$ cat src/rtl/spb_pkg.sv
`default_nettype none

package spb_pkg;

    localparam int unsigned MODEL_W  = 24;
    localparam int unsigned GAIN_W   = 24;
    localparam int unsigned WEIGHT_W = 17;
    localparam int unsigned BYTE_W   = 8;
    localparam int unsigned ADDR_W   = 4;
    localparam int unsigned DATA_W   = 32;

    // datapath widths
    localparam int unsigned PROD_W = 48;   // model x 25-bit unsigned coefficient
    localparam int unsigned U_W    = 49;   // denormalized value before clamp
    localparam int unsigned PL_W   = 41;   // weight x low half of product
    localparam int unsigned PH_W   = 42;   // weight x high half of product
    localparam int unsigned Q_W    = 25;   // (one - weight) x original byte
    localparam int unsigned ACC_W  = 66;   // blend accumulator

    localparam logic [WEIGHT_W-1:0] WEIGHT_ONE = 17'd65536;

    localparam int unsigned NUM_CH   = 3;
    localparam int unsigned CH_RED   = 0;
    localparam int unsigned CH_GREEN = 1;
    localparam int unsigned CH_BLUE  = 2;

    // deviation*255 and mean*255, both in Q.16; red, green, blue
    localparam logic [GAIN_W-1:0] DEV_K [NUM_CH] = '{24'd3826975, 24'd3743416, 24'd3760128};
    localparam logic [GAIN_W-1:0] MEAN_K [NUM_CH] = '{24'd8105165, 24'd7620526, 24'd6784942};

    typedef enum logic [1:0] {
        REG_MODE   = 2'd0,
        REG_GAIN   = 2'd1,
        REG_WEIGHT = 2'd2
    } reg_idx_t;

    typedef struct packed {
        logic                mode;
        logic [GAIN_W-1:0]   gain;
        logic [WEIGHT_W-1:0] w;      // saturated to one
        logic [WEIGHT_W-1:0] inv;    // one - w
    } cfg_t;

    typedef struct packed {
        logic load_a;
        logic load_b;
        logic load_c;
        logic load_d;
    } pipe_ctl_t;

endpackage

`default_nettype wire

$ cat src/rtl/spb_pipe_ctrl.sv
`default_nettype none

module spb_pipe_ctrl
(
    input  wire logic          clk,
    input  wire logic          rst_n,
    input  wire logic          in_valid,
    output logic               in_stall,
    output logic               out_valid,
    input  wire logic          out_stall,
    output spb_pkg::pipe_ctl_t ctl
);

    // stage A..D valid bits, index 0 is A
    logic [3:0] valid_reg, valid_next;
    logic [3:0] rdy;

    // a stage loads when empty or when the one after it moves
    always_comb
    begin
        rdy[3] = !valid_reg[3] || !out_stall;
        rdy[2] = !valid_reg[2] || rdy[3];
        rdy[1] = !valid_reg[1] || rdy[2];
        rdy[0] = !valid_reg[0] || rdy[1];

        valid_next[0] = rdy[0] ? in_valid     : valid_reg[0];
        valid_next[1] = rdy[1] ? valid_reg[0] : valid_reg[1];
        valid_next[2] = rdy[2] ? valid_reg[1] : valid_reg[2];
        valid_next[3] = rdy[3] ? valid_reg[2] : valid_reg[3];
    end

    always_ff @(posedge clk or negedge rst_n)
    begin
        if (!rst_n)
        begin
            valid_reg <= '0;
        end
        else
        begin
            valid_reg <= valid_next;
        end
    end

    assign in_stall   = !rdy[0];
    assign out_valid  = valid_reg[3];
    assign ctl.load_a = rdy[0];
    assign ctl.load_b = rdy[1];
    assign ctl.load_c = rdy[2];
    assign ctl.load_d = rdy[3];

    logic in_acc;
    logic out_take;
    assign in_acc   = in_valid && !in_stall;
    assign out_take = out_valid && !out_stall;

    a_stall_only_full: assert property (@(posedge clk) disable iff (!rst_n)
        in_stall |-> (valid_reg == 4'b1111))
        else $error("input stalled while the pipeline has a bubble");

    a_fill: assert property (@(posedge clk) disable iff (!rst_n)
        (in_acc && !out_take) |=>
        ($countones(valid_reg) == $past($countones(valid_reg)) + 1))
        else $error("accepted word not counted in pipeline");

    a_drain: assert property (@(posedge clk) disable iff (!rst_n)
        (!in_acc && out_take) |=>
        ($countones(valid_reg) == $past($countones(valid_reg)) - 1))
        else $error("delivered word not removed from pipeline");

endmodule

`default_nettype wire

$ cat config.mk
export PLATFORM = sky130hd
export DESIGN_NAME = spb_pipe_ctrl
export DESIGN_NICKNAME = d
export VERILOG_FILES = /design/src/rtl/spb_pkg.sv /design/src/rtl/spb_pipe_ctrl.sv
export SDC_FILE = /design/constraint.sdc
export NUM_CORES = 1
export LEC_CHECK = 0
export BUFFER_PORTS_ARGS = -buffer_cell sky130_fd_sc_hd__buf_2
export CAP_MARGIN = 10
export CORE_AREA = 2 2 39 41
export CTS_BUF_LIST = sky130_fd_sc_hd__clkbuf_2 sky130_fd_sc_hd__clkbuf_4 sky130_fd_sc_hd__clkbuf_8
export DETAILED_ROUTE_END_ITERATION = 8
export DIE_AREA = 0 0 41 43
export SLEW_MARGIN = 0
export SYNTH_ARGS = -nofsm -noshare
export SYNTH_HDL_FRONTEND = slang
export SYNTH_SLANG_ARGS = --single-unit
$ cat constraint.sdc
create_clock -name clk -period 2.05 [get_ports clk]
set_clock_uncertainty 0.15 [all_clocks]
set_input_delay 0.1025 -clock clk [delete_from_list [all_inputs] [get_ports clk]]
set_output_delay 0.1025 -clock clk [all_outputs]
set_load 0.01 [all_outputs]
== Yosys cells after proc, flatten, opt, wreduce, memory -nomap -nowiden ==
Cells that the tools add are included.
Widths: inputs -> output; s select.

* Reduce and logical (&&, ||, !) cells: 10

{| class="wikitable"
|+ Operators by type and width
! operator !! count
|-
| $logic_not 1->1 || 6
|-
| $logic_or 1x1->1 || 4
|}

* Register bits after elaboration: 4
* Bits of input ports: 4
* Output and inout bits: 6
* Word-level logic and storage cells: 14

== Longest topological paths before layout ==
* Depth after elaboration: 6
* Depth in mapped cells: 2
* Gate-level depth less buffers: 2

== Worst setup path after synthesis ==
No wires, ideal clock.

* Kind: reg2out
* Start point: reg valid_reg[3]
* End point: out ctl[3] (netlist name)
* Arrival: 864 ps
* Required time: 1798 ps
* Path slack: 934 ps
* Cell stages (with the launch flop): 3
* Buffers on the path: 0
* Cell sequence: dfrtp_1 nand4_4 or2_1

{| class="wikitable"
|+ RTL lines
! what !! line !! RTL
|-
| start, declared || spb_pipe_ctrl.sv:15 || <nowiki>logic [3:0] valid_reg, valid_next;</nowiki>
|-
| start signal, assigned || spb_pipe_ctrl.sv:40 || <nowiki>valid_reg <= valid_next;</nowiki>
|-
| end, declared || spb_pipe_ctrl.sv:11 || <nowiki>output spb_pkg::pipe_ctl_t ctl</nowiki>
|}

==> summary.txt <==
STA
  • Post-route setup TNS: 0 ns
  • Least-Margin Pin Slew: 0.165 ns
  • Fin crit share: 66.9%
  • F_max: 729 MHz
  • Worst Setup Slack, final: 0.679 ns
  • Slew HR: 89.0%
  • Final Max Slew Viols: 0
  • Fin. Hold Viols: 0
  • Period minus WS final: 1.37 ns
  • RSZ-0062 raised after global routing: no
  • Final Setup Violations: 0

Power and ir drop
  • Cell-internal power: 173 uW
  • Lkg Pwr: 0.125 nW
  • PwrDens: 843 nW/um^2
  • Clk pwr share: 41.1%
  • Psw: 58.7 uW
  • Logic pwr share: 17.8%
  • Switching part of the total: 25.3%
  • VDD IR max: 0.000157 V
  • Sequential share of power: 41.0%

Placed design
  • Port buffer count: 9
  • Placed wire-length estimate: 268 um
  • RePlAce Congestion: 0.557
  • Pre-CTS setup slack: 0.915 ns

Layout
  • Diode count: 0
  • Fin nets: 34
  • Most frequent cells in the layout: buf_2, dfrtp_1, clkbuf_4
  • Layout cell share with drive strength beyond 1: 46.4%
  • Largest register FFs: 4
  • Most common cell after layout, fill and taps aside: buf_2
  • Area Overhead vs Synth: 64.2%

Clock network
  • CTS Buffer Depth: 2
  • TritonCTS clock tree: done
  • Post-CTS sizing: 0
  • H-tree lvl count: 1
  • Clk Latency, worst-skew pair: 0.23 ns
  • Post-CTS setup buffer count: 0
  • CTS sink cnt: 4
  • TritonCTS Buffers: 3
  • CTS Hold Bufs: 2
  • Register clock-pin slew on the reported worst setup and hold paths: 0.04 ns
  • Root Buffer: clkbuf_4

Route
  • Via density: 3.27
  • Routed length per instance: 7.11 um
  • Antenna-violating nets left: 0
  • Drt total wl: 313 um
  • Via count: 144
  • DR iter-0 viols: 1
  • DRC: 0
  • DR pass1 iterations: 2

Hold path
  • Hold Path Depth: 3
  • Hold crit path type: in2reg
  • Hold Crit Start: out_stall
  • Hold EP: valid_reg[3]

Global route
  • Met1 GRT Util: 3.56%
  • Met2 Use GR: 5.00%
  • All-Layer GR Usage: 4.83%
  • Layer carrying the most global-route usage: met4
  • Total grt overflow: 0
  • Number of global-route vias before repair: 113
  • First-pass GRT wire length: 448 um
  • Met3 usage: 4.71%
  • Antenna violations before repair: 0
  • Largest net degree at the start of global routing: 6

Worst setup path
  • Critical Path Max Stage Delay: 0.41 ns
  • CP max-delay cell: dfrtp_1
  • Startpoint types: register
  • Buf/Inv on CP: 1
  • Crit path cell chain: nand4_4 -> or2_1 -> buf_2
  • Worst-path fanout max: 5
  • Setup CP Type: reg2out
  • Critical path's top delay family: flip-flops
  • Crit path required time: 1.80 ns
  • Worst R2R Start: valid_reg[3]
  • Element type at the critical path end: primary output
  • R2r setup slk: 1.15 ns
  • R2R depth: 2
  • RR Endpoint: valid_reg[0]
  • WP data arrival: 1.12 ns

Status
  • Status: finished, final reports clean

Synth
  • Net Count, Synth: 18
  • Sequential area share after synthesis: 59.7%
  • Synth Area per Inst: 12.0 um^2
  • Unique masters post-synth: 9
  • Cell Area, Synth: 168 um^2
  • Seq cells post-synth: 4
  • Cells after Synth: 14
  • Yosys Warn Count: 0

Floorplanning
  • Core area: 1380 um^2
  • Initial Utilization: 12.1%
  • Rows: 14
  • Boundary Pins: 10
  • Die area: 1760 um^2
  • Die Y: 43 um
  • DIE WIDTH: 41 um

Run
  • Max-cap viol count: 0
[power groups by stage]
stage,Combinational (mW),Sequential (mW),Clock (mW)
6_report,0.0413,0.0952,0.0955
5_1_grt,0.0469,0.0960,0.110
4_1_cts,0.0423,0.0953,0.101
3_5_place_dp,0.0394,0.0962,0
3_3_place_gp,0.0392,0.0960,0
2_1_floorplan,0.0212,0.0962,0
[through the flow]
stage               cells  instance area [um^2]  power [mW]  utilization [%]  hold WS, ns
floorplan              14                   168       0.117                -       -0.343
CTS                    44                   275       0.238             19.9      0.00685
finish                 44                   275       0.232             19.9      0.00964
detailed placement     39                   233       0.136             16.8       -0.237
global route           44                   275       0.253             19.9       0.0205
global placement       39                   233       0.135             16.8       -0.239
[cell families after synthesis]
family | synth area share [%]
AOI/OAI and AO/OA | 4.48
buffers and inverters | 2.24
DFF | 59.7
and+or+nand+nor | 33.6
[layer usage]
metal,share of wire [%],vias up
li1,-,73
met1,38,59
met2,38,10
met3,17,2
met4,5.8,0
met5,0,-
[cell usage after synthesis (all sizes together)]
master  number  share of area (%)
nor2         1                2.2
dfrtp        4                 60
or2          1                3.7
inv          1                2.2
nand3        1                3.0
nand2        2                4.5
nand2b       2                7.5
o21bai       1                4.5
nand4        1                 13
[tightest hold or removal path, stage by stage]
cell      delay [ns]
buf_2           0.12
nand2_1         0.07
nand2b_1        0.07
[worst max-delay path by stage]
stage | start | end | slack, ns | depth (start not counted)
3_5_place_dp | valid_reg[3] | ctl[3] | 0.91 | 3
5_1_grt | valid_reg[3] | ctl[3] | 0.61 | 3
4_1_cts | valid_reg[3] | ctl[3] | 0.66 | 3
3_3_place_gp | valid_reg[3] | ctl[3] | 0.94 | 3
6_report | valid_reg[3] | ctl[3] | 0.68 | 3
2_1_floorplan | valid_reg[3] | ctl[3] | 0.93 | 2
[cell type report]
type | instances | area (um^2)
clock buffer | 3 | 22.5
fill | 161 | 1110
inverter | 1 | 3.75
multi-input combinational | 9 | 63.8
sequential | 4 | 100
tap | 16 | 20.0
timing repair buffer | 11 | 65.1
(Power assumes the default switching activity.)
