===== src/rtl/spb_pkg.sv =====
`default_nettype none

package spb_pkg;

    localparam int unsigned MODEL_W  = 24;
    localparam int unsigned GAIN_W   = 24;
    localparam int unsigned WEIGHT_W = 17;
    localparam int unsigned BYTE_W   = 8;
    localparam int unsigned ADDR_W   = 4;
    localparam int unsigned DATA_W   = 32;

    // datapath widths
    localparam int unsigned PROD_W = 48;   // model x 25-bit unsigned coefficient
    localparam int unsigned U_W    = 49;   // denormalized value before clamp
    localparam int unsigned PL_W   = 41;   // weight x low half of product
    localparam int unsigned PH_W   = 42;   // weight x high half of product
    localparam int unsigned Q_W    = 25;   // (one - weight) x original byte
    localparam int unsigned ACC_W  = 66;   // blend accumulator

    localparam logic [WEIGHT_W-1:0] WEIGHT_ONE = 17'd65536;

    localparam int unsigned NUM_CH   = 3;
    localparam int unsigned CH_RED   = 0;
    localparam int unsigned CH_GREEN = 1;
    localparam int unsigned CH_BLUE  = 2;

    // deviation*255 and mean*255, both in Q.16; red, green, blue
    localparam logic [GAIN_W-1:0] DEV_K [NUM_CH] = '{24'd3826975, 24'd3743416, 24'd3760128};
    localparam logic [GAIN_W-1:0] MEAN_K [NUM_CH] = '{24'd8105165, 24'd7620526, 24'd6784942};

    typedef enum logic [1:0] {
        REG_MODE   = 2'd0,
        REG_GAIN   = 2'd1,
        REG_WEIGHT = 2'd2
    } reg_idx_t;

    typedef struct packed {
        logic                mode;
        logic [GAIN_W-1:0]   gain;
        logic [WEIGHT_W-1:0] w;      // saturated to one
        logic [WEIGHT_W-1:0] inv;    // one - w
    } cfg_t;

    typedef struct packed {
        logic load_a;
        logic load_b;
        logic load_c;
        logic load_d;
    } pipe_ctl_t;

endpackage

`default_nettype wire


===== src/rtl/spb_channel.sv =====
`default_nettype none

module spb_channel
#(
    parameter int unsigned FRAC_BITS = 14,
    parameter int unsigned CHAN      = 0
)
(
    input  wire logic                                clk,
    input  wire spb_pkg::pipe_ctl_t                  ctl,
    input  wire spb_pkg::cfg_t                       cfg,
    input  wire logic signed [spb_pkg::MODEL_W-1:0]  model,
    input  wire logic        [spb_pkg::BYTE_W-1:0]   orig,
    output logic             [spb_pkg::BYTE_W-1:0]   result
);

    localparam int unsigned U_W      = spb_pkg::U_W;
    localparam int unsigned ACC_W    = spb_pkg::ACC_W;
    localparam int unsigned PROD_W   = spb_pkg::PROD_W;
    localparam int unsigned PL_W     = spb_pkg::PL_W;
    localparam int unsigned PH_W     = spb_pkg::PH_W;
    localparam int unsigned Q_W      = spb_pkg::Q_W;
    localparam int unsigned HALF_W   = PROD_W / 2;
    localparam int unsigned FRAC_NB  = FRAC_BITS + 16;
    localparam int unsigned FRAC_ACC = FRAC_BITS + 24;
    localparam int unsigned SH_ORIG  = FRAC_BITS + 8;

    localparam logic [U_W-1:0] MEAN_TERM =
        {{(U_W-spb_pkg::GAIN_W){1'b0}}, spb_pkg::MEAN_K[CHAN]} << FRAC_BITS;
    localparam logic [U_W-1:0]   NB_TOP   = U_W'(255) << FRAC_NB;
    localparam logic [U_W-1:0]   NB_HALF  = U_W'(1) << (FRAC_NB - 1);
    localparam logic [ACC_W-1:0] ACC_TOP  = ACC_W'(255) << FRAC_ACC;
    localparam logic [ACC_W-1:0] ACC_HALF = ACC_W'(1) << (FRAC_ACC - 1);

    // stage A: model x (gain or deviation), (one - w) x orig
    logic [spb_pkg::GAIN_W-1:0]   coef;
    logic signed [PROD_W-1:0]     prod_next, prod_a_reg;
    logic [Q_W-1:0]               q_next, q_a_reg;

    assign coef      = cfg.mode ? spb_pkg::DEV_K[CHAN] : cfg.gain;
    assign prod_next = model * $signed({1'b0, coef});
    assign q_next    = cfg.inv * orig;

    always_ff @(posedge clk)
    begin
        if (ctl.load_a)
        begin
            prod_a_reg <= prod_next;
            q_a_reg    <= q_next;
        end
    end

    // stage B: plain splits w x product in two halves; normalized adds mean, clamps and rounds
    logic        [HALF_W-1:0]        sl;
    logic signed [HALF_W-1:0]        sh;
    logic        [PL_W-1:0]          pl_next, pl_b_reg;
    logic signed [PH_W-1:0]          ph_next, ph_b_reg;
    logic signed [U_W-1:0]           u, u_round;
    logic        [spb_pkg::BYTE_W-1:0] nb_next, nb_b_reg;
    logic        [Q_W-1:0]           q_b_reg;

    assign sl      = prod_a_reg[HALF_W-1:0];
    assign sh      = prod_a_reg[PROD_W-1:HALF_W];
    assign pl_next = cfg.w * sl;
    assign ph_next = $signed({1'b0, cfg.w}) * sh;
    assign u       = $signed({prod_a_reg[PROD_W-1], prod_a_reg}) + $signed(MEAN_TERM);
    assign u_round = u + $signed(NB_HALF);

    always_comb
    begin
        if (u <= 0)
        begin
            nb_next = '0;
        end
        else if (u >= $signed(NB_TOP))
        begin
            nb_next = 8'd255;
        end
        else
        begin
            nb_next = u_round[FRAC_NB+7:FRAC_NB];
        end
    end

    always_ff @(posedge clk)
    begin
        if (ctl.load_b)
        begin
            pl_b_reg <= pl_next;
            ph_b_reg <= ph_next;
            nb_b_reg <= nb_next;
            q_b_reg  <= q_a_reg;
        end
    end

    // stage C: blend sum, both modes aligned to FRAC_ACC fraction bits
    logic signed [ACC_W-1:0] ph_ext, pl_ext, q_ext, norm_acc, acc_next, acc_c_reg;
    logic        [Q_W-1:0]   norm_mix;

    assign ph_ext   = $signed({{(ACC_W-PH_W){ph_b_reg[PH_W-1]}}, ph_b_reg}) <<< HALF_W;
    assign pl_ext   = $signed({{(ACC_W-PL_W){1'b0}}, pl_b_reg});
    assign q_ext    = $signed({{(ACC_W-Q_W){1'b0}}, q_b_reg}) <<< SH_ORIG;
    assign norm_mix = cfg.w * nb_b_reg + q_b_reg;
    assign norm_acc = $signed({{(ACC_W-Q_W){1'b0}}, norm_mix}) <<< SH_ORIG;
    assign acc_next = cfg.mode ? norm_acc : (ph_ext + pl_ext + q_ext);

    always_ff @(posedge clk)
    begin
        if (ctl.load_c)
        begin
            acc_c_reg <= acc_next;
        end
    end

    // stage D: clamp to 0..255, round half up
    logic signed [ACC_W-1:0]           acc_round;
    logic        [spb_pkg::BYTE_W-1:0] res_next, res_d_reg;

    assign acc_round = acc_c_reg + $signed(ACC_HALF);

    always_comb
    begin
        if (acc_c_reg <= 0)
        begin
            res_next = '0;
        end
        else if (acc_c_reg >= $signed(ACC_TOP))
        begin
            res_next = 8'd255;
        end
        else
        begin
            res_next = acc_round[FRAC_ACC+7:FRAC_ACC];
        end
    end

    always_ff @(posedge clk)
    begin
        if (ctl.load_d)
        begin
            res_d_reg <= res_next;
        end
    end

    assign result = res_d_reg;

endmodule

`default_nettype wire


===== config.mk =====
export PLATFORM = sky130hd
export DESIGN_NAME = spb_channel
export DESIGN_NICKNAME = d
export VERILOG_FILES = /design/src/rtl/spb_pkg.sv /design/src/rtl/spb_channel.sv
export SDC_FILE = /design/constraint.sdc
export NUM_CORES = 2
export LEC_CHECK = 0
export ABC_AREA = 1
export BUFFER_PORTS_ARGS = -buffer_cell sky130_fd_sc_hd__buf_4
export CORE_MARGIN = 1
export CORE_UTILIZATION = 31
export DETAILED_ROUTE_END_ITERATION = 7
export GPL_ROUTABILITY_DRIVEN = 0
export GPL_TIMING_DRIVEN = 1
export PLACE_DENSITY = 0.42
export SLEW_MARGIN = 10
export SYNTH_ARGS = -nofsm -noshare
export SYNTH_HDL_FRONTEND = slang
export SYNTH_SLANG_ARGS = --single-unit

===== constraint.sdc =====
create_clock -name clk -period 9.2 [get_ports clk]
set_input_delay 0.46 -clock clk [delete_from_list [all_inputs] [get_ports clk]]
set_output_delay 0.46 -clock clk [all_outputs]
set_load 0.01 [all_outputs]

; Yosys cells after proc, flatten, opt, wreduce, memory -nomap -nowiden
; Index checks and enable logic that the tools add are counted.
[totals]
ff_bits = 263
latch_bits = 0
ram_bits = 0
mem_bits_ro = 0
input_bits = 96
word_cells = 28
mem_count = 0
[op_classes]
n_addsub = 6
mul = 5
div = 0
n_lt_le_gt_ge = 4
eq_ne = 0
shift = 0
mux = 4
bitwise = 0
reduce_logical = 0
[ops]
columns = operator, n
row1 = $add 66x42->66, 1
row2 = $add 66x48->66, 1
row3 = $ge 66x47->1 const B, 1
row4 = $le 66x1->1 const B, 1
row5 = $mul 17x8->25, 2
row6 = $add 48x38->49 const B, 1
row7 = $ge 49x39->1 const B, 1
row8 = $le 49x1->1 const B, 1
row9 = $mul 24x25->48, 1
row10 = $mux 47, 1
row11 = $add 46x39->46 const B, 1
row12 = $mul 18x24->42, 1
row13 = $mul 17x24->41, 1
row14 = $add 38x31->38 const B, 1
row15 = $add 25x25->25, 1
row16 = $mux 24, 1
row17 = $mux 8, 2

; Depth between registers and ports, before layout
[logic_depth]
word_depth = 3
ltp_mapped = 32
ltp_nobuf = 31

; Least setup slack after synthesis
; OpenSTA, ideal clock, no wires.
[synth_path]
path_type = input -> register
from = input cfg[58] (netlist bit)
to = register prod_a_reg[36] (data pin)
setup_time_ns = 0.252
arrival_time_ns = 6.411
required_time_ns = 8.948
slack_ns = 2.536
stages = 30
path_buffers = 2
path_cell_list = inv_1 clkbuf_1 nand2_1 inv_1 clkbuf_1 nand2_1 fa_1 fa_1 fa_1 inv_1 fa_1 inv_1 fa_1 inv_1 fa_1 inv_1 fa_1 inv_1 ha_1 nand2_1 nor2_1 inv_1 nor2_1 inv_1 o21ai_0 nand2_1 nand2_1 nand2_1 nand3_1 nand2_1
[synth_via]
elab_chain_cells = 2
[synth_rtl]
columns = element, line
row1 = from (decl), spb_channel.sv:11  ; input wire spb_pkg::cfg_t cfg,
row2 = $mux 24, spb_channel.sv:40  ; assign coef = cfg.mode ? spb_pkg::DEV_K[CHAN] : cfg.gain;
row3 = $mul 24x25->48, spb_channel.sv:41  ; assign prod_next = model * $signed({1'b0, coef});
row4 = via prod_next[36], spb_channel.sv:37  ; logic signed [PROD_W-1:0] prod_next, prod_a_reg;
row5 = to (signal assigned), spb_channel.sv:48  ; prod_a_reg <= prod_next;
row6 = to (decl), spb_channel.sv:37
; The timed path passes the listed nets, and every way through them passes these cells.
; A chain may end at the register's enable or synchronous reset.

; Final worst setup path
[layout_path]
from = input cfg[58] (netlist bit)
to = register prod_a_reg[46] (data pin)
; The elaborated chain is that of the path after synthesis.

==> impl_metrics.env <==
export IMPL_dp_hpwl_um=181000
export IMPL_skew_ns=0.0399
export IMPL_regArea_um2=7900
export IMPL_wirelength_um=220000
export IMPL_post_place_ws_ns=1.27
export IMPL_grt_usage=0.201
export IMPL_outcome="finished clean"
export IMPL_multi_input_area_um2=51600
export IMPL_synth_top_cell_area_share=0.414
export IMPL_design_core_area_um2=222000
export IMPL_ant_nets=0
export IMPL_largest_reg_flops=66
export IMPL_grt_first_pass_wirelength_um=348000
export IMPL_synth_cell_types=54
export IMPL_endpoint_kind="flop"
export IMPL_grt_pass1_vias=58581
export IMPL_via_per_inst=4.69
export IMPL_critPathArrivalTime_ns=7.73
export IMPL_max_stage_delay_ns=0.77
export IMPL_maxSlewHeadroom=0.271
export IMPL_rows=173
export IMPL_grt_overflow=0
export IMPL_synth_top_cell_by_area="fa_1"
export IMPL_synth_fp_nets=10530
export IMPL_die_w_um=475
export IMPL_fillCellCount=23688
export IMPL_max_freq_ghz=0.136
export IMPL_ioPinCount=104
export IMPL_cts_setup_buffers=0
export IMPL_diodes=0
export IMPL_utilization=0.334
export IMPL_wl_met1_um=101000
export IMPL_root_buffer="clkbuf_16"
export IMPL_dieArea_um2=226000
export IMPL_syn2layout_area_growth_pct=7.17
export IMPL_worst_path_max_delay_cell="nor2_1"
export IMPL_clkLatencyLatePin_ns=0.59
export IMPL_clock_sinks=263
export IMPL_start_util=0.312
export IMPL_setup_viol_count_final=0
export IMPL_cp_top_family="adder cells"
export IMPL_cts_buffers=36
export IMPL_path_buf_inv=8
export IMPL_max_cap_viol_count=0
export IMPL_synth_area_leaders="fa_1 41%, inv_1 12%, edfxtp_1 11%"
export IMPL_period_needed_ns=7.38
export IMPL_min_period_over_period=0.802
export IMPL_first_pass_iters=6
export IMPL_cp_common_cell="fa_1"
export IMPL_dpl_cell_count=11283
export IMPL_syn_area_um2=69300
export IMPL_grt_max_degree=67
export IMPL_crit_required_ns=9.55
export IMPL_slew_violations=0
export IMPL_portBuffers=103
export IMPL_max_slew_worst_pin_slew_ns=1.09
export IMPL_hold_viol_final=0
export IMPL_cts_tree="built"
export IMPL_worst_path_max_fanout=15
export IMPL_yosysWarnings=0
export IMPL_instances_no_fill=11348
export IMPL_fin_setup_tns_ns=0
export IMPL_drc=0
export IMPL_cts_clk_slew_worst_paths_ns=0.06
export IMPL_wl_met3_um=8420
export IMPL_postCtsResizedCells=0
export IMPL_fin_ws_ns=1.82
export IMPL_clock_path_buffers=3
export IMPL_routed_top_layer="met4"
export IMPL_wl_met2_um=104000
export IMPL_hold_buffers=0
export IMPL_synth_avg_cell_area_um2=8.19
export IMPL_routedWlPerCell_um=19.4
export IMPL_antenna_found_initial=2
export IMPL_crit_type="input pin to flop"
export IMPL_drive_gt1_frac=0.0371
export IMPL_fp_dieH_um=475
export IMPL_rsz0062_at_grt="no"
export IMPL_yosys_register_bits=263
export IMPL_drtIter0Drc=3360
export IMPL_yosysSeqAreaShare=0.114
export IMPL_holdCritPathClass="input pin to flop"
export IMPL_nets=10412
export IMPL_via_count=53168
export IMPL_start_kind="input pin"
export IMPL_h_tree_depth=2
export IMPL_syn_inst=8464
-- cell families (layout without fill, tap and decap cells) --
logic type | count (synthesis) | count (layout) | synth area share
AO/OA/AOI/OAI | 585 | 585 | 0.0480
XOR/XNOR | 168 | 168 | 0.0212
adder cells (fa/ha/maj) | 1970 | 1970 | 0.511
buffers and inverters | 2611 | 2520 | 0.142
flip-flops | 263 | 263 | 0.114
AND/OR/NAND/NOR | 2867 | 2867 | 0.164
-- layout by cell type (no fill, tap or decap), types with 36 or more instances in the layout --
cell,instances
nand3_1,122
fa_1,1433
a21oi_1,246
a31oi_1,49
nand4_1,45
ha_1,537
nand2_1,1962
o21ai_0,156
clkbuf_16,36
nor3_1,37
nor2_1,608
buf_4,190
xnor2_1,59
xor2_1,109
edfxtp_1,263
inv_1,2250
-- routing by layer --
layer,global-route usage,vias to the layer above
li1,-,24470
met1,0.275,27315
met2,0.339,1139
met3,0.0176,244
met4,0.0555,0
met5,0,-
-- Yosys cell counts, drive strengths merged --
cell	instances
nand2	1986
o31ai	7
nand3b	5
o21bai	25
ha	537
edfxtp	263
a31o	3
and3	3
a221oi	5
o2111ai	4
inv	2258
o21a	15
o21ai	170
nor4	26
o221ai	7
clkbuf	248
a21boi	13
nor2	624
nand4	45
o211ai	5
a21oi	248
or2	6
clkinv	7
xnor2	59
a21o	32
or3	2
o22ai	1
a31oi	49
and2	3
xor2	109
a211oi	1
nor3	40
buf	98
nand3	127
fa	1433
-- final cells by class --
| class | instances | area share |
|---|---|---|
| multi-input combinational | 5590 | 0.694 |
| clock buffer | 41 | 0.0124 |
| tap | 2975 | 0.0501 |
| sequential | 263 | 0.106 |
| timing repair buffer | 190 | 0.0192 |
| clock inverter | 24 | 0.00349 |
| inverter | 2265 | 0.114 |
-- final timing paths --
| kind | from | end | slack (ns) | depth (start not counted) |
|---|---|---|---|---|
| worst max-delay path | cfg[58] | prod_a_reg[46]$_DFFE_PP_ | 1.82 | 27 |
| worst min register to register | q_a_reg[17]$_DFFE_PP_ | q_b_reg[17]$_DFFE_PP_ | 0.41 | 0 |
| worst min-delay path | ctl[0] | result[7]$_SDFFCE_PP0P_ | 0.15 | 1 |
| worst max register to register | prod_a_reg[35]$_DFFE_PP_ | ph_b_reg[32]$_DFFE_PP_ | 2.39 | 20 |
-- metrics by stage --
step | hold WS, ns | instance area [um2]
final | 0.152 | 74300
after global routing | 0.133 | 74300
after CTS | 0.104 | 74300
after detailed placement | 0.406 | 73100
after global placement | 0.404 | 73100
after floorplan | 0.400 | 69300
Power is not shown: default switching activity piles up to over one toggle a cycle in this logic, so the estimate is an artifact.
