==> src/rtl/spb_pkg.sv <==
`default_nettype none

package spb_pkg;

    localparam int unsigned MODEL_W  = 24;
    localparam int unsigned GAIN_W   = 24;
    localparam int unsigned WEIGHT_W = 17;
    localparam int unsigned BYTE_W   = 8;
    localparam int unsigned ADDR_W   = 4;
    localparam int unsigned DATA_W   = 32;

    // datapath widths
    localparam int unsigned PROD_W = 48;   // model x 25-bit unsigned coefficient
    localparam int unsigned U_W    = 49;   // denormalized value before clamp
    localparam int unsigned PL_W   = 41;   // weight x low half of product
    localparam int unsigned PH_W   = 42;   // weight x high half of product
    localparam int unsigned Q_W    = 25;   // (one - weight) x original byte
    localparam int unsigned ACC_W  = 66;   // blend accumulator

    localparam logic [WEIGHT_W-1:0] WEIGHT_ONE = 17'd65536;

    localparam int unsigned NUM_CH   = 3;
    localparam int unsigned CH_RED   = 0;
    localparam int unsigned CH_GREEN = 1;
    localparam int unsigned CH_BLUE  = 2;

    // deviation*255 and mean*255, both in Q.16; red, green, blue
    localparam logic [GAIN_W-1:0] DEV_K [NUM_CH] = '{24'd3826975, 24'd3743416, 24'd3760128};
    localparam logic [GAIN_W-1:0] MEAN_K [NUM_CH] = '{24'd8105165, 24'd7620526, 24'd6784942};

    typedef enum logic [1:0] {
        REG_MODE   = 2'd0,
        REG_GAIN   = 2'd1,
        REG_WEIGHT = 2'd2
    } reg_idx_t;

    typedef struct packed {
        logic                mode;
        logic [GAIN_W-1:0]   gain;
        logic [WEIGHT_W-1:0] w;      // saturated to one
        logic [WEIGHT_W-1:0] inv;    // one - w
    } cfg_t;

    typedef struct packed {
        logic load_a;
        logic load_b;
        logic load_c;
        logic load_d;
    } pipe_ctl_t;

endpackage

`default_nettype wire

==> src/rtl/spb_apb_regs.sv <==
`default_nettype none

module spb_apb_regs
(
    input  wire logic                        clk,
    input  wire logic                        rst_n,
    input  wire logic                        psel,
    input  wire logic                        penable,
    input  wire logic                        pwrite,
    input  wire logic [spb_pkg::ADDR_W-1:0]  paddr,
    input  wire logic [spb_pkg::DATA_W-1:0]  pwdata,
    output logic      [spb_pkg::DATA_W-1:0]  prdata,
    output spb_pkg::cfg_t                    cfg
);

    logic                             mode_reg, mode_next;
    logic [spb_pkg::GAIN_W-1:0]       gain_reg, gain_next;
    logic [spb_pkg::WEIGHT_W-1:0]     weight_reg, weight_next;
    logic                             wr_en;
    spb_pkg::reg_idx_t                idx;

    assign wr_en = psel && penable && pwrite;
    assign idx   = spb_pkg::reg_idx_t'(paddr[3:2]);

    always_comb
    begin
        mode_next   = mode_reg;
        gain_next   = gain_reg;
        weight_next = weight_reg;
        prdata      = '0;
        unique case (idx)
            spb_pkg::REG_MODE:
            begin
                prdata = {{(spb_pkg::DATA_W-1){1'b0}}, mode_reg};
                if (wr_en)
                begin
                    mode_next = pwdata[0];
                end
            end
            spb_pkg::REG_GAIN:
            begin
                prdata = {{(spb_pkg::DATA_W-spb_pkg::GAIN_W){1'b0}}, gain_reg};
                if (wr_en)
                begin
                    gain_next = pwdata[spb_pkg::GAIN_W-1:0];
                end
            end
            spb_pkg::REG_WEIGHT:
            begin
                prdata = {{(spb_pkg::DATA_W-spb_pkg::WEIGHT_W){1'b0}}, weight_reg};
                if (wr_en)
                begin
                    weight_next = pwdata[spb_pkg::WEIGHT_W-1:0];
                end
            end
            default:
            begin
                prdata = '0;
            end
        endcase
    end

    always_ff @(posedge clk or negedge rst_n)
    begin
        if (!rst_n)
        begin
            mode_reg   <= 1'b0;
            gain_reg   <= 24'd256;
            weight_reg <= spb_pkg::WEIGHT_ONE;
        end
        else
        begin
            mode_reg   <= mode_next;
            gain_reg   <= gain_next;
            weight_reg <= weight_next;
        end
    end

    always_comb
    begin
        cfg.mode = mode_reg;
        cfg.gain = gain_reg;
        cfg.w    = (weight_reg > spb_pkg::WEIGHT_ONE) ? spb_pkg::WEIGHT_ONE : weight_reg;
        cfg.inv  = spb_pkg::WEIGHT_ONE - cfg.w;
    end

endmodule

`default_nettype wire

==> config.mk <==
export PLATFORM = sky130hd
export DESIGN_NAME = spb_apb_regs
export DESIGN_NICKNAME = d
export VERILOG_FILES = /design/src/rtl/spb_pkg.sv /design/src/rtl/spb_apb_regs.sv
export SDC_FILE = /design/constraint.sdc
export NUM_CORES = 1
export LEC_CHECK = 0
export BUFFER_PORTS_ARGS = -buffer_cell sky130_fd_sc_hd__buf_2
export CORE_MARGIN = 5
export CORE_UTILIZATION = 49
export CTS_CLUSTER_DIAMETER = 120
export DETAILED_ROUTE_END_ITERATION = 6
export HOLD_SLACK_MARGIN = 0.15
export PLACE_DENSITY = 0.87
export SYNTH_ARGS = -nofsm -noshare
export SYNTH_HDL_FRONTEND = slang
export SYNTH_SLANG_ARGS = --single-unit
==> constraint.sdc <==
create_clock -name clk -period 4.04 [get_ports clk]
set_input_delay 0.808 -clock clk [delete_from_list [all_inputs] [get_ports clk]]
set_output_delay 0.808 -clock clk [all_outputs]
set_load 0.1 [all_outputs]
* Yosys cells after proc, flatten, opt, wreduce, memory -nomap -nowiden
Cells that the tools add are included.
Word-level totals: register bits after elaboration 42, bits in latches 0, RAM bits 0, memory bits (read-only) 0, input bits 41, output and inout port bits 91, logic and storage cells 15, memories 0
Cells by class: $add $sub $neg 1, $mul 0, div/mod/pow operators 0, order comparisons 1, equality and inequality tests 2, shift operators 0, muxes and demuxes 2, bitwise operators 0, reduce and logical (&&, ||, !) cells 6
Operators with widths (count):
- 24-bit one-hot mux with 3 select lines | 1
- 17-bit greater-than comparator (second input constant) | 1
- 17-bit two-way mux | 1
- 17-bit subtractor (first input constant) | 1
- 2-bit AND reduction | 3
- 2-bit by 1-bit equality test with 1-bit output (second input constant) | 1
- 2-bit equality test (second input constant) | 1
- 1-bit logical AND | 2
- 2-bit logical NOT | 1

* Depth between registers and ports, before layout
Gate-level depths: netlist (run 1).
depth after elaboration 3, gate-level depth with buffers 8, mapped depth without buffers 7

* Least setup slack after synthesis (run 1)
No wires, ideal clock.
path kind flip-flop to output port, from register weight_reg[16] (netlist name), to output port cfg[16] (netlist name), arrival time 3525 ps, setup slack -293 ps, cell stages (with the launch flop) 7, buffers on the path 1, cell sequence dfstp_2 -> clkbuf_1 -> inv_1 -> nand2_1 -> ha_1 -> nand2_1 -> o31ai_1
RTL lines:
- start: declaration | line spb_apb_regs.sv:18 | logic [spb_pkg::WEIGHT_W-1:0] weight_reg, weight_next;
- start signal: assignment | line spb_apb_regs.sv:69 | weight_reg <= spb_pkg::WEIGHT_ONE;
- start signal: assignment | line spb_apb_regs.sv:75 | weight_reg <= weight_next;
- end: declaration | line spb_apb_regs.sv:13 | output spb_pkg::cfg_t cfg

==> results of run 1 <==
path summary, 6_finish.rpt:
check / from / endpoint / slack (ns)
hold reg to reg: gain_reg[1] / gain_reg[1] / 0.53
setup / recovery: weight_reg[16] / cfg[10] / 0.76
min in group asynchronous: rst_n / gain_reg[16] / 0.66
setup reg to reg: weight_reg[11] / weight_reg[11] / 3.13
hold / removal: gain_reg[1] / gain_reg[1] / 0.53
max in group asynchronous: rst_n / weight_reg[14] / 2.80
final cells by class:
| cell class | instances | area, sq um |
|---|---|---|
| fill | 384 | 1660 |
| clock buffer | 8 | 90.1 |
| inverter | 5 | 18.8 |
| timing repair buffer | 118 | 603 |
| tap | 67 | 83.8 |
| multi-input combinational | 162 | 1270 |
| sequential | 42 | 1050 |
worst max-delay path: stages, from the launching register on:
cell,delay [ns]
dfstp_2,0.53
inv_1,0.11
nand2_1,0.12
ha_1,0.29
o21ai_0,0.19
o41ai_1,0.28
o311a_1,0.24
buf_2,0.43
per-layer routing:
metal / up-vias / wire [um]
met1: 1013 / 2680
li1: 1002 / -
met2: 110 / 3140
met3: 9 / 684
met5: - / 0
met4: 0 / 68
cells in the final DEF (no fill, tap or decap), drive strengths merged, types with 5 or more instances in the layout:
master and count:
conb 8, a22o 16, nor2 13, o21ai 7, mux2 40, and2 10, dfrtp 40, inv 5
nor3 5, nor2b 12, nand2 11, buf 118, clkbuf 8
through the flow:
stage | utilization (%) | hold WS [ns] | worst slack, ns | cell area [sq um]
after global placement | 63.3 | 0.502 | 1.08 | 3030
after global routing | 65.2 | 0.554 | 0.533 | 3120
final | 65.2 | 0.531 | 0.757 | 3120
after detailed placement | 63.3 | 0.518 | 1.08 | 3030
after CTS | 65.2 | 0.537 | 0.750 | 3120
after floorplan | - | 0.504 | 0.0335 | 2480
kinds of logic after synthesis:
kind of cell,after synthesis
flip-flops,42
multiplexers,41
buffers and inverters,29
XOR/XNOR,6
AO/OA/AOI/OAI,35
adder cells (fa/ha/maj),1
AND/OR/NAND/NOR,71
other,1
==> results.yml, run 1 <==
outcome:
  status: "complete, no violations"
yosys:
  ys_warn_count: 0
  synth_top_area_share_pct: 40.9
  synthAdderAreaFrac_pct: 0.511
  seq_area_frac_synth_pct: 43.0
  ys.flop_type: "dfrtp_1"
  synthArstFlopShare_pct: 100
  synth_edf_count: 0
  yosys.area_share.simple_pct: 17.6
  syn_avg_cell_area_sq_um: 10.8
  synth_compound_area_share_pct: 10.8
  syn_area_sq_um: 2450
  yosys-top-cells-count: "dfrtp_1, mux2_2, a22o_1"
  synth_cell_type_count: 44
  syn_inst: 226
  synth_top_family_by_area: "multiplexers"
  yosysTopAreaCell: "dfrtp_1"
  ys_top_cells_by_area: "dfrtp_1, mux2_2, a22o_1"
  muxShareOfSynthArea_pct: 18.8
  ys_seq_elements: 42
  synthXorXnorAreaFrac_pct: 2.15
setup_path:
  cp.required_ns: 3.23
  crit_type: "reg2out"
  arrival_ns: 2.48
  reg2regPathDepth: 1
  endpoint_kind: "output pin"
  cp-start-kind: "register"
  path_max_fanout: 7
cts:
  htreeDepth: 2
  path_clk_slew_ns: 0.08
  cts_resized: 0
  cts_hold_buf: 0
  cts_setup_buffers: 0
  cts_tree: "built"
  root_buffer: "clkbuf_8"
  worstSkewPairLatency_ns: 0.29
  cts_buffers: 5
  cts.sinks: 42
  cts_buffer_depth: 2
routing:
  avgViaCountPerCell: 5.31
  wl_um: 6580
  post_drt_wl_per_cell_um: 16.4
  drt-initial-drc-count: 110
  via_count: 2134
  drc_errors: 0
  first_pass_iters: 4
  ant_nets: 0
placement:
  dp_cells: 394
  io_buffers: 113
  hpwl_um: 4950
  routabilityCongestion: 0.856
die:
  initial_core_util_pct: 51.2
  die-area_sq_um: 6510
  ios: 132
  die_w_um: 80.7
  core-area_sq_um: 4790
  rows: 25
  dieHeight_um: 80.7
timing:
  drv_slew: 0
  finalSetupViolCount: 0
  finalSetupTns_ns: 0
  slew_headroom_pct: 37.3
  fin_skew_ns: 0
  finalHoldViolations: 0
  post-route-period-util_pct: 81.3
  max_slew.worst_pin.slew_ns: 0.941
  max_freq_mhz: 305
  period_needed_ns: 3.28
  rsz0062_at_grt: "false"
global_routing:
  grt_pass1_wl_um: 10600
  grt_max_degree: 43
  overflow: 0
  grt_use_total_pct: 21.0
  grt_busiest_layer: "met2"
  grtUsageMet2_pct: 35.3
  antenna_found_initial: 0
  use_met3_pct: 6.73
  grt_pass1_vias: 2182
  use_met1_pct: 26.0
finish:
  post_route_cells_drive_above_1_share_pct: 53.1
  fin_cells: 402
  area_delta_synth_final_pct: 27.5
  largest_reg_flops: 24
  layout.nets: 376
  antennaDiodeCount: 0
min_path:
  hold_class: "reg2reg"
  hold_depth: 1
run:
  timing.max_cap.violations: 0
Power of run 1 is not shown: default switching activity piles up to over one toggle a cycle in this logic, so the estimate is an artifact.
==> run 2: changes to the inputs <==
--- a/config.mk
+++ b/config.mk
@@ -7,11 +7,11 @@
 export LEC_CHECK = 0
 export BUFFER_PORTS_ARGS = -buffer_cell sky130_fd_sc_hd__buf_2
 export CORE_MARGIN = 5
-export CORE_UTILIZATION = 49
+export CORE_UTILIZATION = 41
 export CTS_CLUSTER_DIAMETER = 120
 export DETAILED_ROUTE_END_ITERATION = 6
 export HOLD_SLACK_MARGIN = 0.15
-export PLACE_DENSITY = 0.87
+export PLACE_DENSITY = 0.77
 export SYNTH_ARGS = -nofsm -noshare
 export SYNTH_HDL_FRONTEND = slang
 export SYNTH_SLANG_ARGS = --single-unit
==> constraint.sdc (replaced) <==
create_clock -name clk -period 3 [get_ports clk]
set_input_delay 0.6 -clock clk [delete_from_list [all_inputs] [get_ports clk]]
set_output_delay 0.6 -clock clk [all_outputs]
set_load 0.1 [all_outputs]
==> run 2 against run 1 <==
Net effect: design area grew 18%; die area increased by 17%; highest routed layer unchanged; setup slack lost 0.64 ns; sequential share of layout area fell by 5.1 points; worst hold slack worse by 0.077 ns; largest cell class unchanged.
==> results.yml, run 2 (synthesis results as in run 1) <==
setup_path:
  endpoint_kind: "output pin"
  reg2regPathDepth: 1
  arrival_ns: 2.28
  crit_type: "reg2out"
  r2r_setup_slack_ns: 2.08
  path_max_fanout: 9
  regToRegStartpoint: "weight_reg[11]"
  rr_endpoint: "weight_reg[11]"
  cp.required_ns: 2.40
  cp-start-kind: "register"
die:
  die-area_sq_um: 7620
  rows: 28
  initial_core_util_pct: 41.9
  die_w_um: 87.3
  core-area_sq_um: 5850
  ios: 132
  dieHeight_um: 87.3
timing:
  finalSetupViolCount: 0
  fin_skew_ns: 0
  finalHoldViolations: 0
  slew_headroom_pct: 37.1
  finalSetupTns_ns: 0
  drv_slew: 0
  rsz0062_at_grt: "false"
  hold-worst-slack_ns: 0.454
  post-route-period-util_pct: 96.1
  period_needed_ns: 2.88
  max_freq_mhz: 347
  max_slew.worst_pin.slew_ns: 0.943
finish:
  layout.area.seq_sq_um: 1050
  final_common_cell: "buf_2"
  antennaDiodeCount: 0
  largest_reg_flops: 24
  n_fill_cell: 477
  fin_cells: 411
  final_cell_mix: "buf_2, mux2_2, dfrtp_1"
  post_route_cells_drive_above_1_share_pct: 57.1
  layout.nets: 377
  area_delta_synth_final_pct: 50.4
  multi_input_area_sq_um: 1320
  fin_area_sq_um: 3680
cts:
  htreeDepth: 2
  cts_hold_buf: 0
  cts_tree: "built"
  worstSkewPairLatency_ns: 0.28
  cts_buffers: 5
  cts.sinks: 42
  cts_buffer_depth: 2
  cts_setup_buffers: 0
  path_clk_slew_ns: 0.08
  root_buffer: "clkbuf_8"
routing:
  avgViaCountPerCell: 5.24
  drt-initial-drc-count: 67
  post_drt_wl_per_cell_um: 16.8
  ant_nets: 0
  wl_um: 6890
  first_pass_iters: 4
  via_count: 2152
  drc_errors: 0
min_path:
  hold_class: "in2async"
placement:
  post_dp_cell_area_sq_um: 3560
  routabilityCongestion: 0.791
  dp_cells: 403
  io_buffers: 113
  hpwl_um: 5350
run:
  timing.max_cap.violations: 0
global_routing:
  antenna_found_initial: 0
  grt_use_total_pct: 18.6
  grt_max_degree: 43
  grt_pass1_vias: 2322
  grt_pass1_wl_um: 11400
  overflow: 0
outcome:
  status: "complete, no violations"
==> run 2: changes by cell type in the layout (fill, tap and decap cells not counted), moves of 2 or more <==
| cell | delta |
|---|---|
| nor2b_2 | +2 |
| buf_12 | +31 |
| nor2b_1 | -2 |
| clkbuf_8 | +2 |
| a2bb2oi_2 | +2 |
| clkbuf_1 | -2 |
| nor2_1 | -5 |
| nor2_2 | +5 |
| clkbuf_4 | +3 |
| a2bb2oi_1 | -2 |
| buf_2 | -34 |
==> run 2: routing by layer <==
metal	share of wire, %	GRT usage, %
met2	51	32.1
met1	38	21.9
met4	0.91	5.44
met3	9.8	6.24
met5	0	0
==> run 2: critical path: stages (launching register included) <==
cell      delay (ns)
dfrtp_1         0.48
nor3_1          0.41
nand3_2         0.22
nand2b_1        0.19
o21ai_0         0.15
nor3b_4         0.19
clkbuf_4        0.35
==> run 2: worst max path at each step <==
stage                          to  cells after the start  slack [ns]           start
after floorplan           cfg[16]                      6       -0.30  weight_reg[16]
after global placement    cfg[15]                      6        0.42   weight_reg[5]
after detailed placement  cfg[15]                      6        0.36   weight_reg[5]
after CTS                 cfg[15]                      6        0.03   weight_reg[6]
after global routing      cfg[15]                      6       0.007   weight_reg[6]
final                     cfg[15]                      6        0.12   weight_reg[5]
==> run 2: what timing repair did <==
| action | CTS | global route |
|---|---|---|
| hold endpoints to repair | 0 | 0 |
| endpoints found under the setup margin | 0 | 6 |
| resized for setup | 0 | 5 |
==> run 2: cell type report <==
cell class	instances	share of cell area, %
multi-input combinational	162	35.9
timing repair buffer	119	29.4
sequential	42	28.6
clock buffer	8	2.99
tap	75	2.55
inverter	5	0.510
==> run 2: metrics by stage <==
stage / util, % / setup WS, ns
finish: 62.9 / 0.116
global route: 62.9 / 0.00652
detailed placement: 60.8 / 0.360
CTS: 62.7 / 0.0303
floorplan: - / -0.303
global placement: 60.8 / 0.421
Power of run 2 is left out for the same reason.
